`src/sv/egcd_pkg.sv`:
```
`timescale 1ns / 1ps
`default_nettype none

package egcd_pkg;

    localparam int WIDTH     = 16;
    localparam int COEF_W    = WIDTH + 1;
    localparam int CNT_W     = $clog2(WIDTH);
    localparam int S_TDATA_W = ((2 * WIDTH + 7) / 8) * 8;
    localparam int M_TDATA_W = ((WIDTH + 2 * COEF_W + 7) / 8) * 8;

    typedef enum logic [2:0] {
        ST_IDLE,
        ST_DIV,
        ST_UPD_X,
        ST_UPD_Y,
        ST_DONE
    } state_t;

endpackage

`default_nettype wire

```
`src/sv/extended_gcd_bezout.sv`:
```
`timescale 1ns / 1ps
`default_nettype none

// Extended Euclid: for each input beat (a, b) returns gcd(a, b) and signed
// coefficients x, y with a*x + b*y = gcd; b = 0 gives (a, 1, 0). One item is
// in flight at a time: s_tready is high only while idle. Each Euclid step runs
// a restoring serial divider (one quotient bit per cycle), then uses one shared
// multiplier for the x and y updates in turn. An item takes up to about
// 1.44 * WIDTH steps. The result is held on m_tdata until taken.
module extended_gcd_bezout (
    input  wire                              aclk,
    input  wire                              aresetn,
    input  wire                              s_tvalid,
    output logic                             s_tready,
    // operand_a, operand_b
    input  wire  [egcd_pkg::S_TDATA_W-1:0]   s_tdata,
    output logic                             m_tvalid,
    input  wire                              m_tready,
    // gcd_value, coeff_x, coeff_y
    output logic [egcd_pkg::M_TDATA_W-1:0]   m_tdata
);

    localparam int W  = egcd_pkg::WIDTH;
    localparam int CW = egcd_pkg::COEF_W;

    egcd_pkg::state_t state_reg, state_next;

    logic [W-1:0]                  a_reg, a_next;
    logic [W-1:0]                  b_reg, b_next;
    logic [W-1:0]                  rem_reg, rem_next;
    logic [W-1:0]                  dvd_reg, dvd_next;
    logic [egcd_pkg::CNT_W-1:0]    cnt_reg, cnt_next;
    logic [CW-1:0]                 xp_reg, xp_next;
    logic [CW-1:0]                 xc_reg, xc_next;
    logic [CW-1:0]                 yp_reg, yp_next;
    logic [CW-1:0]                 yc_reg, yc_next;
    logic [CW-1:0]                 tmp_reg, tmp_next;

    logic [W:0]      trial;
    logic            trial_ge;
    logic [CW-1:0]   mul_coef;
    logic [CW-1:0]   mul_base;
    logic [CW-1:0]   prod;
    logic [CW-1:0]   coef_new;

    always_ff @(posedge aclk) begin
        if (!aresetn) begin
            state_reg <= egcd_pkg::ST_IDLE;
        end else begin
            state_reg <= state_next;
        end
    end

    always_ff @(posedge aclk) begin
        a_reg   <= a_next;
        b_reg   <= b_next;
        rem_reg <= rem_next;
        dvd_reg <= dvd_next;
        cnt_reg <= cnt_next;
        xp_reg  <= xp_next;
        xc_reg  <= xc_next;
        yp_reg  <= yp_next;
        yc_reg  <= yc_next;
        tmp_reg <= tmp_next;
    end

    // shared divider step and coefficient multiplier
    assign trial    = {rem_reg, dvd_reg[W-1]};
    assign trial_ge = trial >= {1'b0, b_reg};
    assign mul_coef = (state_reg == egcd_pkg::ST_UPD_X) ? xc_reg : yc_reg;
    assign mul_base = (state_reg == egcd_pkg::ST_UPD_X) ? xp_reg : yp_reg;
    assign prod     = CW'(dvd_reg) * mul_coef;
    assign coef_new = mul_base - prod;

    always_comb begin
        state_next = state_reg;
        a_next     = a_reg;
        b_next     = b_reg;
        rem_next   = rem_reg;
        dvd_next   = dvd_reg;
        cnt_next   = cnt_reg;
        xp_next    = xp_reg;
        xc_next    = xc_reg;
        yp_next    = yp_reg;
        yc_next    = yc_reg;
        tmp_next   = tmp_reg;
        s_tready   = 1'b0;
        m_tvalid   = 1'b0;

        unique case (state_reg)
            egcd_pkg::ST_IDLE: begin
                s_tready = 1'b1;
                if (s_tvalid) begin
                    a_next   = s_tdata[W-1:0];
                    b_next   = s_tdata[2*W-1:W];
                    dvd_next = s_tdata[W-1:0];
                    rem_next = '0;
                    cnt_next = '0;
                    xp_next  = CW'(1);
                    xc_next  = '0;
                    yp_next  = '0;
                    yc_next  = CW'(1);
                    if (s_tdata[2*W-1:W] == '0) begin
                        state_next = egcd_pkg::ST_DONE;
                    end else begin
                        state_next = egcd_pkg::ST_DIV;
                    end
                end
            end
            egcd_pkg::ST_DIV: begin
                rem_next = trial_ge ? W'(trial - {1'b0, b_reg}) : trial[W-1:0];
                dvd_next = {dvd_reg[W-2:0], trial_ge};
                cnt_next = cnt_reg + 1'b1;
                if (cnt_reg == egcd_pkg::CNT_W'(W - 1)) begin
                    state_next = egcd_pkg::ST_UPD_X;
                end
            end
            egcd_pkg::ST_UPD_X: begin
                tmp_next   = coef_new;
                state_next = egcd_pkg::ST_UPD_Y;
            end
            egcd_pkg::ST_UPD_Y: begin
                yp_next  = yc_reg;
                yc_next  = coef_new;
                xp_next  = xc_reg;
                xc_next  = tmp_reg;
                a_next   = b_reg;
                b_next   = rem_reg;
                dvd_next = b_reg;
                rem_next = '0;
                cnt_next = '0;
                if (rem_reg == '0) begin
                    state_next = egcd_pkg::ST_DONE;
                end else begin
                    state_next = egcd_pkg::ST_DIV;
                end
            end
            egcd_pkg::ST_DONE: begin
                m_tvalid = 1'b1;
                if (m_tready) begin
                    state_next = egcd_pkg::ST_IDLE;
                end
            end
            default: begin
                state_next = egcd_pkg::ST_IDLE;
            end
        endcase
    end

    assign m_tdata = egcd_pkg::M_TDATA_W'({yp_reg, xp_reg, a_reg});

endmodule

`default_nettype wire

```
`config.mk`:
```
export PLATFORM = sky130hd
export DESIGN_NAME = extended_gcd_bezout
export DESIGN_NICKNAME = d
export VERILOG_FILES = /design/src/sv/egcd_pkg.sv /design/src/sv/extended_gcd_bezout.sv
export SDC_FILE = /design/constraint.sdc
export NUM_CORES = 1
export LEC_CHECK = 0
export ABC_CLOCK_PERIOD_IN_PS = 20500
export BUFFER_PORTS_ARGS = -buffer_cell sky130_fd_sc_hd__buf_2
export CAP_MARGIN = 10
export CORE_MARGIN = 5
export CORE_UTILIZATION = 23
export DETAILED_ROUTE_END_ITERATION = 12
export GPL_ROUTABILITY_DRIVEN = 0
export GPL_TIMING_DRIVEN = 1
export SETUP_SLACK_MARGIN = 0.2
export SKIP_CTS_REPAIR_TIMING = 1
export SYNTH_ARGS = -nofsm -noshare
export SYNTH_HDL_FRONTEND = slang
export SYNTH_SLANG_ARGS = --single-unit
```
`constraint.sdc`:
```
create_clock -name aclk -period 20.5 [get_ports aclk]
set_input_delay 0 -clock aclk [delete_from_list [all_inputs] [get_ports aclk]]
set_output_delay 0 -clock aclk [all_outputs]
set_load 0.01 [all_outputs]
```
# ---- Word level (Yosys, flattened, before mapping)
# Index checks and enable logic that the tools add are counted.
dict set report op_classes {
  shifts 0
  n_reduce_logical 8
  mux 26
  n_eq_ne 8
  n_lt_le_gt_ge 1
  bitwise 0
  multipliers 1
  div_mod_pow 0
  n_addsub 3
}
# op count
set ops {}
lappend ops {{$pmux W17 S2} 4}
lappend ops {{$pmux W16 S3} 2}
lappend ops {{$mux W17} 4}
lappend ops {{$mux W16} 4}
lappend ops {{$pmux W16 S2} 2}
lappend ops {{$logic_not A16 Y1} 2}
lappend ops {{$ge A17 B16 Y1} 1}
lappend ops {{$mul A16 B17 Y17} 1}
lappend ops {{$sub A17 B17 Y17} 1}
lappend ops {{$sub A16 B16 Y16} 1}
lappend ops {{$mux W3} 5}
lappend ops {{$pmux W3 S5} 1}
lappend ops {{$pmux W4 S3} 1}
lappend ops {{$eq A3 B2 Y1 const B} 2}
lappend ops {{$ne A2 B2 Y1 const B} 3}
lappend ops {{$add A4 B1 Y4 const B} 1}
lappend ops {{$eq A4 B4 Y1 const B} 1}
lappend ops {{$mux W4} 1}
lappend ops {{$reduce_and A2 Y1} 2}
lappend ops {{$eq A3 B1 Y1 const B} 1}
lappend ops {{$eq A3 B3 Y1 const B} 1}
lappend ops {{$logic_not A3 Y1} 1}
lappend ops {{$reduce_and A3 Y1} 1}
lappend ops {{$reduce_bool A3 Y1} 1}
lappend ops {{other kinds (2)} 3}
dict set report word_totals {
  in_bits 36
  wordCells 58
  rom_bits 0
  latchBits 0
  ramBits 0
  out_inout_bits 58
  register_bits 156
  n_memories 0
}

# ---- Longest topological paths before layout
# Gate-level depths: netlist of run 1.
dict set report logic_depth {
  ltp_word 5
  mapped_depth 27
  ltp_nobuf 23
}

# ---- Worst setup path before layout of run 1
# OpenSTA, ideal clock, no wires.
dict set report synth_path {
  path_kind {register to register}
  from {register state_reg[1]}
  to {register yc_reg[16], data pin}
  path_stages_with_launch 22
  n_path_buf 4
  arrival_ps 6379
  setup_ps 255
  required_time_ps 20245
  path_slack_ps 13866
  period_less_slack_ps 6634
  cell_sequence {dfxtp_1 buf_4 nor3b_4 buf_6 clkbuf_1 mux2i_1 clkbuf_1 nor2b_1 fa_1 fa_1 fa_1 fa_1 fa_1 fa_1 xnor2_1 xnor2_1 xnor2_1 xnor3_1 xnor3_1 xnor3_1 xor2_1 and2_1}
}
dict set report synth_between {
  elab_chain_len 5
  elab_cells_between_ends 8
  classes_between {add/sub (1); mul (1); eq/ne (2); mux (3); reduce/logical (1)}
}
# item line
set synth_lines {}
lappend synth_lines {{start: declaration} extended_gcd_bezout.sv:26} ;# egcd_pkg::state_t state_reg, state_next;
lappend synth_lines {{start signal: assignment} extended_gcd_bezout.sv:48} ;# state_reg <= egcd_pkg::ST_IDLE;
lappend synth_lines {{start signal: assignment} extended_gcd_bezout.sv:50} ;# state_reg <= state_next;
lappend synth_lines {{$eq A3 B2 Y1 (*)} {extended_gcd_bezout.sv:70, extended_gcd_bezout.sv:71}}
lappend synth_lines {{$mux W17} extended_gcd_bezout.sv:70} ;# assign mul_coef = (state_reg == egcd_pkg::ST_UPD_X) ? xc_reg : yc_reg;
lappend synth_lines {{$mul A16 B17 Y17} extended_gcd_bezout.sv:72} ;# assign prod = CW'(dvd_reg) * mul_coef;
lappend synth_lines {{$sub A17 B17 Y17 (*)} extended_gcd_bezout.sv:73} ;# assign coef_new = mul_base - prod;
lappend synth_lines {{named net coef_new[16]} extended_gcd_bezout.sv:44} ;# logic [CW-1:0] coef_new;
lappend synth_lines {{$pmux W17 S2 (*)} extended_gcd_bezout.sv:90} ;# unique case (state_reg)
lappend synth_lines {{end signal: assignment} extended_gcd_bezout.sv:63} ;# yc_reg <= yc_next;
lappend synth_lines {{end: declaration} extended_gcd_bezout.sv:36} ;# logic [CW-1:0] yc_reg, yc_next;
# Mark *: on every way through the listed nets, which the timed path passes. The rest lies on a longest branch.
# A chain may end at the register's enable or synchronous reset.

# ---- Worst setup path in the final report of run 1
# Ends and elaborated chain as after synthesis.

==> summary.txt, run 1 <==
Synth
  • Ys Warns: 0
  • Yosys top cell area share: 36.20%
  • Leading area contributor after synthesis: edfxtp_1
  • Yosys cell types: 57
  • Mapped Cells: around 1200
  • Synth Flop Type: edfxtp_1
  • Post-synth EDFFs: 153
  • Count leader, synth: nand2_1
  • Post-synthesis sequential area ratio: a little under two fifths
  • Commonest cells in the synthesized netlist: nand2_1, inv_1, edfxtp_1
  • Yosys reg bits: around 160
  • Mapped Avg Cell Area: roughly 11 sq um
  • Asr flop ratio synth: 0%
  • Netlist Area Pre-Place: about 13000 sq um
  • Top post-synthesis cells by area: edfxtp_1, fa_1, ha_1, nand2_1, and2_1

Route
  • Post-route DRC: 0
  • Routed vias: 8789
  • Initial DRC count: approximately 550
  • Via-to-Cell Ratio: between 4 and 5
  • DR WL/cell: approximately 17 um
  • Post-DRT Antenna Nets: 0
  • Drt first pass iters: 5
  • DRT Wirelength: approximately 34000 um

Global routing
  • GRT Overall Usage: between 10% and 20%
  • Largest net degree at the start of global routing: 74
  • Vias in the first global route: 9099
  • First-pass GRT wire length: about 52000 um
  • Gr ovfl total: 0
  • Antenna violations before repair: 0

Floorplan
  • Starting Density: a little under a quarter
  • Die area: 59990 sq um
  • Die Span Y: 244.9 um
  • Die W: ~240 um
  • Core region area: around 55000 sq um
  • FP Rows: 86
  • IO Count: 94

Placed design
  • HPWL after detailed placement: 25300 um
  • IO buf count: 87
  • Placed Area: approximately 14000 sq um

Critical path
  • Nature of the critical path endpoint: register
  • CP Max Fanout: 73
  • Largest stage delay on the critical path: around 0.62 ns
  • CP Cell Sequence: buf_4, nor3b_4, buf_4, buf_4, mux2_2, and2_1, fa_1, fa_1, fa_1, fa_1, fa_1, fa_1, xnor2_1, xnor2_1, xnor2_1, xnor3_1, xnor3_1, xnor3_1, xor2_1, and2_1
  • Worst path most repeated cell: fa_1
  • Slowest cell on the critical path: buf_4
  • Critical setup path kind: reg2reg
  • Setup crit start: state_reg[1]
  • Worst Path Required: 20.72 ns
  • CP Buf/Inv Count: 3
  • Crit Reg-Reg Startpoint: state_reg[1]
  • Critical path arrival: 8.18 ns
  • Delay-heaviest family, CP: adder cells
  • Crit start category: register

Clock tree
  • Longest Clk Path Bufs: 2
  • Worst-path clk slew: 0.07 ns
  • Worst skew pair latency: between 0.4 and 0.5 ns
  • Root buffer cell: clkbuf_16
  • Number of H-tree levels: 4
  • TritonCTS clock tree: yes
  • Inserted Clock Buffers: 17
  • Clock sinks: around 160

Timing
  • Layout Skew: about 0.022 ns
  • Setup TNS Final: 0 ns
  • Final Hold Viols: 0
  • Max Clk Rate: approximately 130 MHz
  • Relative slew slack: about 37%
  • Final-report setup violation count: 0
  • Fin. max-slew vios: 0
  • Hold WS: around 0.03 ns
  • Crit share post-route: between 30% and 40%
  • Worst-Margin Slew: between 0.9 and 1 ns
  • RSZ-0062 raised after global routing: false
  • Min Tclk post-route: between 7 and 8 ns

Cells and area
  • Layout area overhead: 16.07%
  • Sequential cell area: between 4000 and 5000 sq um
  • Fillers: 5716
  • Area of the multi-input gates: between 7000 and 8000 sq um
  • Cell area after layout: about 15000 sq um
  • Nets: 1522
  • Antenna cells: 0
  • Share of cells above drive strength 1: between 10% and 20%

Hold path
  • Hold Crit Class: in2reg
  • Hold wc startpoint: s_tvalid

Outcome
  • Status: finished, final reports clean

Run
  • Max Cap Violations: 0
metrics by stage:
stage / instances / setup slack (ns) / utilization, %
detailed placement: 1954 / 12.50 / 25.30
global placement: 1954 / 12.62 / 25.30
global route: 2019 / 12.17 / 26.85
floorplan: 1207 / 13.87 / -
finish: 2019 / 12.54 / 26.85
CTS: 1985 / 12.47 / 26.23
layout by cell type, fill, tap and decap left out, types with 26 or more instances in the layout:
cell	synthesis	routed
and2_1	96	96
mux2i_1	44	44
fa_1	114	114
nand2_1	167	166
nor2_1	29	26
ha_1	69	69
xnor2_1	32	32
and3_1	53	53
buf_2	0	87
o21ai_0	47	47
dlygate4sd3_1	0	34
inv_1	160	160
edfxtp_1	153	153
kinds of logic (layout without fill, tap and decap cells):
family | after synthesis | in the layout | share of synthesized area (%)
compound gates | 122 | 122 | 5.934
xor+xnor | 51 | 51 | 4.120
fa+ha+maj | 183 | 183 | 24.78
buf+inv | 215 | 323 | 6.683
flops | 156 | 156 | 36.67
mux | 62 | 62 | 5.303
other cells | 1 | 6 | 0.02954
simple gates | 412 | 412 | 16.48
final timing paths:
kind / slack, ns / cells past startpoint / end
max reg2reg: 12.54 / 20 / yc_reg[16]
min: 0.03 / 3 / state_reg[1]
max: 12.54 / 20 / yc_reg[16]
min reg2reg: 0.55 / 1 / xc_reg[8]
worst register-to-register path, delay by kind of cell, from the launching register on:
family | cells | cell delay (ns)
XOR/XNOR | 7 | 1.57
flip-flops | 1 | 0.31
multiplexers | 1 | 0.54
AND/OR/NAND/NOR | 3 | 0.72
buffers and inverters | 3 | 1.54
adder cells (fa/ha/maj) | 6 | 3.06
layout make-up:
cell class | count | area share, %
Timing Repair Buffer | 131 | 5.775
Clock buffer | 20 | 2.964
Inverter | 161 | 4.102
Sequential cell | 156 | 31.60
Multi-Input combinational cell | 836 | 49.10
Clock inverter | 11 | 0.4756
Tap cell | 704 | 5.979
layer usage:
layer	wire [um]	GRT usage, %	vias up
met4	833	3.960	0
li1	-	-	4178
met5	0	0	-
met2	16950	19.12	182
met1	14170	13.50	4381
met3	1615	2.395	48
Power of run 1 is left out: the tool's default activity adds up to more than one toggle a clock period on the data nets, which glitch-free logic cannot reach.
==> inputs of run 2 (changes only) <==
--- a/config.mk
+++ b/config.mk
@@ -5,7 +5,8 @@
 export SDC_FILE = /design/constraint.sdc
 export NUM_CORES = 1
 export LEC_CHECK = 0
-export ABC_CLOCK_PERIOD_IN_PS = 20500
+export ABC_AREA = 1
+export ABC_CLOCK_PERIOD_IN_PS = 8250
 export BUFFER_PORTS_ARGS = -buffer_cell sky130_fd_sc_hd__buf_2
 export CAP_MARGIN = 10
 export CORE_MARGIN = 5
==> constraint.sdc (replaced) <==
create_clock -name aclk -period 8.25 [get_ports aclk]
set_input_delay 0 -clock aclk [delete_from_list [all_inputs] [get_ports aclk]]
set_output_delay 0 -clock aclk [all_outputs]
set_load 0.01 [all_outputs]
==> summary.txt, run 2 <==
Floorplan
  • Core region area: 54030 sq um
  • Die Span Y: between 200 and 250 um
  • FP Rows: 85
  • Die area: roughly 60000 sq um
  • Starting Density: a little under a quarter
  • IO Count: 94
  • Die W: 244.0 um

Global routing
  • Antenna violations before repair: 0
  • Gr ovfl total: 0
  • GRT Overall Usage: between 10% and 20%
  • First-pass GRT wire length: 54990 um
  • Largest net degree at the start of global routing: 79
  • Vias in the first global route: a little under 10000

Timing
  • Relative slew slack: about 22%
  • Final Hold Viols: 0
  • Worst-Margin Slew: ~1.2 ns
  • RSZ-0062 raised after global routing: false
  • Final-report setup violation count: 0
  • Crit share post-route: slightly above 80%
  • Layout Skew: 0.01336 ns
  • Setup ws final: 1.479 ns
  • Min Tclk post-route: just under 7 ns
  • Setup TNS Final: 0 ns
  • Fin. max-slew vios: 0
  • Max Clk Rate: ~150 MHz

Critical path
  • Critical path arrival: a little under 7 ns
  • CP Buf/Inv Count: 4
  • Delay-heaviest family, CP: adder cells
  • Crit start category: register
  • Critical setup path kind: reg2reg
  • Worst path most repeated cell: fa_1
  • Nature of the critical path endpoint: register
  • CP Max Fanout: 24
  • Largest stage delay on the critical path: about 0.94 ns
  • Worst Path Required: 8.42 ns
  • CP Cell Sequence: nand3_4, o21ai_1, nor2_1, fa_1, inv_1, fa_1, fa_1, fa_1, fa_1, inv_1, fa_1, inv_1, ha_1, inv_1, nor3_1, nand2_1, nand2_1, xor2_1, nor2_1
  • Slowest cell on the critical path: o21ai_1

Synth
  • Leading area contributor after synthesis: edfxtp_1
  • Post-synth EDFFs: roughly 150
  • Post-synthesis sequential area ratio: 36.97%
  • Mapped Cells: about 1400
  • Ys Warns: 0
  • Synth Flop Type: edfxtp_1
  • Yosys cell types: 50
  • Netlist Area Pre-Place: 12590 sq um
  • Yosys reg bits: between 150 and 200
  • Asr flop ratio synth: 0%
  • Count leader, synth: inv_1
  • Commonest cells in the synthesized netlist: inv_1, nand2_1, nor2_1
  • Yosys top cell area share: around 36%
  • Mapped Avg Cell Area: between 8 and 9 sq um
  • Top post-synthesis cells by area: edfxtp_1, fa_1, inv_1, nand2_1, ha_1

Placed design
  • IO buf count: between 80 and 90
  • Post-Place Cells: approximately 2200
  • Dpl ws: 1.541 ns
  • HPWL after detailed placement: about 27000 um

Clock tree
  • Inserted Clock Buffers: 17
  • TritonCTS clock tree: yes
  • Worst-path clk slew: approximately 0.07 ns
  • Root buffer cell: clkbuf_16
  • Number of H-tree levels: 4
  • Longest Clk Path Bufs: 2
  • Worst skew pair latency: 0.46 ns
  • Clock sinks: 156

Route
  • Post-DRT Antenna Nets: 0
  • Routed vias: around 9700
  • DRT Wirelength: 35410 um
  • DR WL/cell: about 16 um
  • M1 WL: around 15000 um
  • WL met3: between 1500 and 2000 um
  • Metal2 WL: between 15000 and 20000 um
  • Uppermost layer routed: met4
  • Initial DRC count: 687
  • Post-route DRC: 0
  • Drt first pass iters: 7
  • Via-to-Cell Ratio: 4.367

Cells and area
  • Share of cells above drive strength 1: approximately a tenth
  • Most frequent cells in the layout: inv_1, nand2_1, nor2_1
  • Nets: roughly 1700
  • Antenna cells: 0
  • Most common cell after layout, fill and taps aside: inv_1
  • Layout area overhead: 16.88%
  • Fin cells: around 2200

Outcome
  • Status: finished, final reports clean

Hold path
  • Hold Crit Class: in2reg

Run
  • Max Cap Violations: 0
-- run 2: changes by cell type after synthesis, sizes merged, moves of 23 or more --
cell / previous run / this run
and2: 97 / 2
and3: 53 / 1
inv: 161 / 314
mux2i: 44 / 14
nand2: 168 / 241
nand3: 7 / 48
nor2: 29 / 191
xnor2: 33 / 10
-- run 2: through the flow --
stage               util, %  hold WS, ns  area (sq um)
floorplan                 -       0.1520         12610
global placement      25.53       0.2837         13790
detailed placement    25.53       0.2907         13790
CTS                   26.60      -0.1993         14370
global route          27.23      0.02115         14710
finish                27.23     0.001570         14710
-- run 2: tightest hold or removal path: stages --
cell	delay, ns
buf_2	0.08
inv_1	0.07
o221ai_1	0.19
-- run 2: per-layer routing --
metal,track usage (%),vias up
met5,0,-
met4,4.696,0
met3,2.337,61
met2,19.92,262
met1,14.72,4764
li1,-,4621
-- run 2: logic make-up (layout without fill, tap and decap cells) --
| group | after synthesis | after routing | synth area share, % |
|---|---|---|---|
| flops | 156 | 156 | 36.97 |
| mux | 14 | 14 | 1.113 |
| compound gates | 139 | 139 | 6.858 |
| fa+ha+maj | 183 | 183 | 24.99 |
| xor+xnor | 30 | 30 | 2.087 |
| buf+inv | 362 | 482 | 11.17 |
| other cells | 1 | 6 | 0.02979 |
| simple gates | 517 | 517 | 16.78 |
-- run 2: cell type report --
cell class | instances | area (sq um)
Fill cell | 5708 | 39310
Multi-Input combinational cell | 889 | 6561
Sequential cell | 156 | 4654
Inverter | 320 | 1204
Tap cell | 696 | 870.8
Timing Repair Buffer | 130 | 843.3
Clock buffer | 17 | 425.4
Clock inverter | 15 | 153.9
-- run 2: path summary, 6_finish.rpt --
kind	slack, ns	endpoint	depth (start not counted)	startpoint
max reg2reg	1.48	yc_reg[15]	19	state_reg[1]
min	0.002	dvd_reg[1]	3	s_tdata[1]
max	1.48	yc_reg[15]	19	state_reg[1]
min reg2reg	0.53	xp_reg[0]	1	xc_reg[0]
Power of run 2 is left out for the same reason.
==> inputs of run 3 (changes only) <==
--- a/config.mk
+++ b/config.mk
@@ -6,7 +6,7 @@
 export NUM_CORES = 1
 export LEC_CHECK = 0
 export ABC_AREA = 1
-export ABC_CLOCK_PERIOD_IN_PS = 8250
+export ABC_CLOCK_PERIOD_IN_PS = 6300
 export BUFFER_PORTS_ARGS = -buffer_cell sky130_fd_sc_hd__buf_2
 export CAP_MARGIN = 10
 export CORE_MARGIN = 5
==> constraint.sdc (replaced) <==
create_clock -name aclk -period 6.3 [get_ports aclk]
set_input_delay 0 -clock aclk [delete_from_list [all_inputs] [get_ports aclk]]
set_output_delay 0 -clock aclk [all_outputs]
set_load 0.01 [all_outputs]
==> summary.txt, run 3 (same netlist as run 2, synthesis figures left out) <==
Outcome
  • Status: complete, but fails checks
  • Failing checks: negative hold slack

Floorplan
  • Die area: just under 60000 sq um
  • Core region area: 54030 sq um
  • Die Span Y: between 200 and 250 um
  • FP Rows: 85
  • IO Count: 94
  • Starting Density: a little under a quarter
  • Die W: roughly 240 um

Timing
  • Final Hold Viols: 7
  • RSZ-0062 raised after global routing: false
  • Min Tclk post-route: around 5.9 ns
  • Crit share post-route: between 90% and 100%
  • Final-report setup violation count: 0
  • Layout Skew: 0.01989 ns
  • Setup TNS Final: 0 ns
  • Relative slew slack: a little under a quarter
  • Hold WS: -0.04109 ns
  • Worst-Margin Slew: 1.158 ns
  • Max Clk Rate: ~170 MHz
  • Fin. max-slew vios: 0

Global routing
  • Antenna violations before repair: 1
  • GRT Overall Usage: 12.09%
  • Gr ovfl total: 0
  • First-pass GRT wire length: ~56000 um
  • Largest net degree at the start of global routing: between 70 and 80
  • Vias in the first global route: 9993

Critical path
  • Delay-heaviest family, CP: adder cells
  • CP Max Fanout: 10
  • CP Cell Sequence: inv_8, nand3_4, clkbuf_16, o21ai_4, buf_4, nor2_1, fa_1, fa_1, fa_1, fa_1, fa_1, fa_1, inv_1, ha_1, inv_2, nor3_2, nor2_1, nand2_1, a21oi_2, inv_1, nand3_1, nand2_2, nor2_1
  • Worst path most repeated cell: fa_1
  • Critical path arrival: 6.07 ns
  • Worst Path Required: 6.47 ns
  • Largest stage delay on the critical path: between 0.6 and 0.7 ns
  • CP Buf/Inv Count: 6
  • Critical setup path kind: reg2reg
  • Slowest cell on the critical path: fa_1
  • Crit start category: register
  • Nature of the critical path endpoint: register

Clock tree
  • Worst-path clk slew: roughly 0.070 ns
  • Longest Clk Path Bufs: 2
  • Worst skew pair latency: about 0.46 ns
  • Root buffer cell: clkbuf_16
  • Clock sinks: between 150 and 200
  • Inserted Clock Buffers: 17
  • Number of H-tree levels: 4
  • TritonCTS clock tree: yes

Cells and area
  • Most common cell after layout, fill and taps aside: inv_1
  • Fillers: between 5000 and 6000
  • Layout area overhead: 20.48%
  • Antenna cells: 0
  • Share of cells above drive strength 1: 13.89%
  • Nets: 1761
  • Most frequent cells in the layout: inv_1, nand2_1, nor2_1

Route
  • DRT Wirelength: between 30000 and 40000 um
  • Post-route DRC: 0
  • Routed vias: just under 10000
  • DR WL/cell: 16.10 um
  • Drt first pass iters: 5
  • Initial DRC count: between 700 and 800
  • Post-DRT Antenna Nets: 0
  • Via-to-Cell Ratio: about 4.4

Run
  • Max Cap Violations: 0

Hold path
  • Hold Crit Class: in2reg

Placed design
  • HPWL after detailed placement: about 28000 um
  • IO buf count: just under 90
-- run 3: cell types whose count changed in the layout (fill, tap and decap cells not counted), moves of 5 or more --
cell           previous run  this run
dlygate4sd3_1            34        29
nor2_1                  189       183
buf_4                     9        33
nor2_2                    1         6
-- run 3: worst min-delay path: stages --
cell	delay [ns]
buf_2	0.08
inv_1	0.06
o21ai_0	0.16
-- run 3: stage by stage --
step                hold slack, ns  instance area (sq um)  worst slack [ns]  std cells  util (%)
finish                    -0.04109                  15170            0.4040       2251     28.07
global route              -0.02149                  15170            0.1914       2251     28.07
CTS                        -0.2046                  14540            0.2031       2207     26.91
detailed placement          0.2864                  13950            0.2328       2175     25.83
global placement            0.2837                  13950            0.3147       2175     25.83
floorplan                   0.1520                  12610            0.3759       1407         -
-- run 3: final timing paths --
| path | startpoint | to | slack [ns] | depth (start not counted) |
|---|---|---|---|---|
| setup reg to reg | state_reg[0] | yc_reg[16] | 0.40 | 23 |
| hold reg to reg | xc_reg[0] | xp_reg[0] | 0.54 | 1 |
| setup / recovery | state_reg[0] | yc_reg[16] | 0.40 | 23 |
| hold / removal | s_tdata[2] | a_reg[2] | -0.04 | 3 |
-- run 3: cell type report --
type / count / area, sq um / area share (%)
flip-flops and latches: 156 / 4659 / 30.72
repair buffers: 158 / 1127 / 7.433
well taps: 696 / 870.8 / 5.742
inverters: 320 / 1219 / 8.035
clock inverters: 14 / 157.7 / 1.039
multi-input cells: 889 / 6704 / 44.20
clock buffers: 18 / 429.2 / 2.830
-- run 3: per-layer routing --
metal,GRT usage (%),vias up,part of all wire [%]
met3,2.337,61,5.8
li1,-,4679,-
met4,5.045,0,3.4
met1,15.33,4764,42
met5,0,-,0
met2,20.28,314,49
Power of run 3 is left out for the same reason.
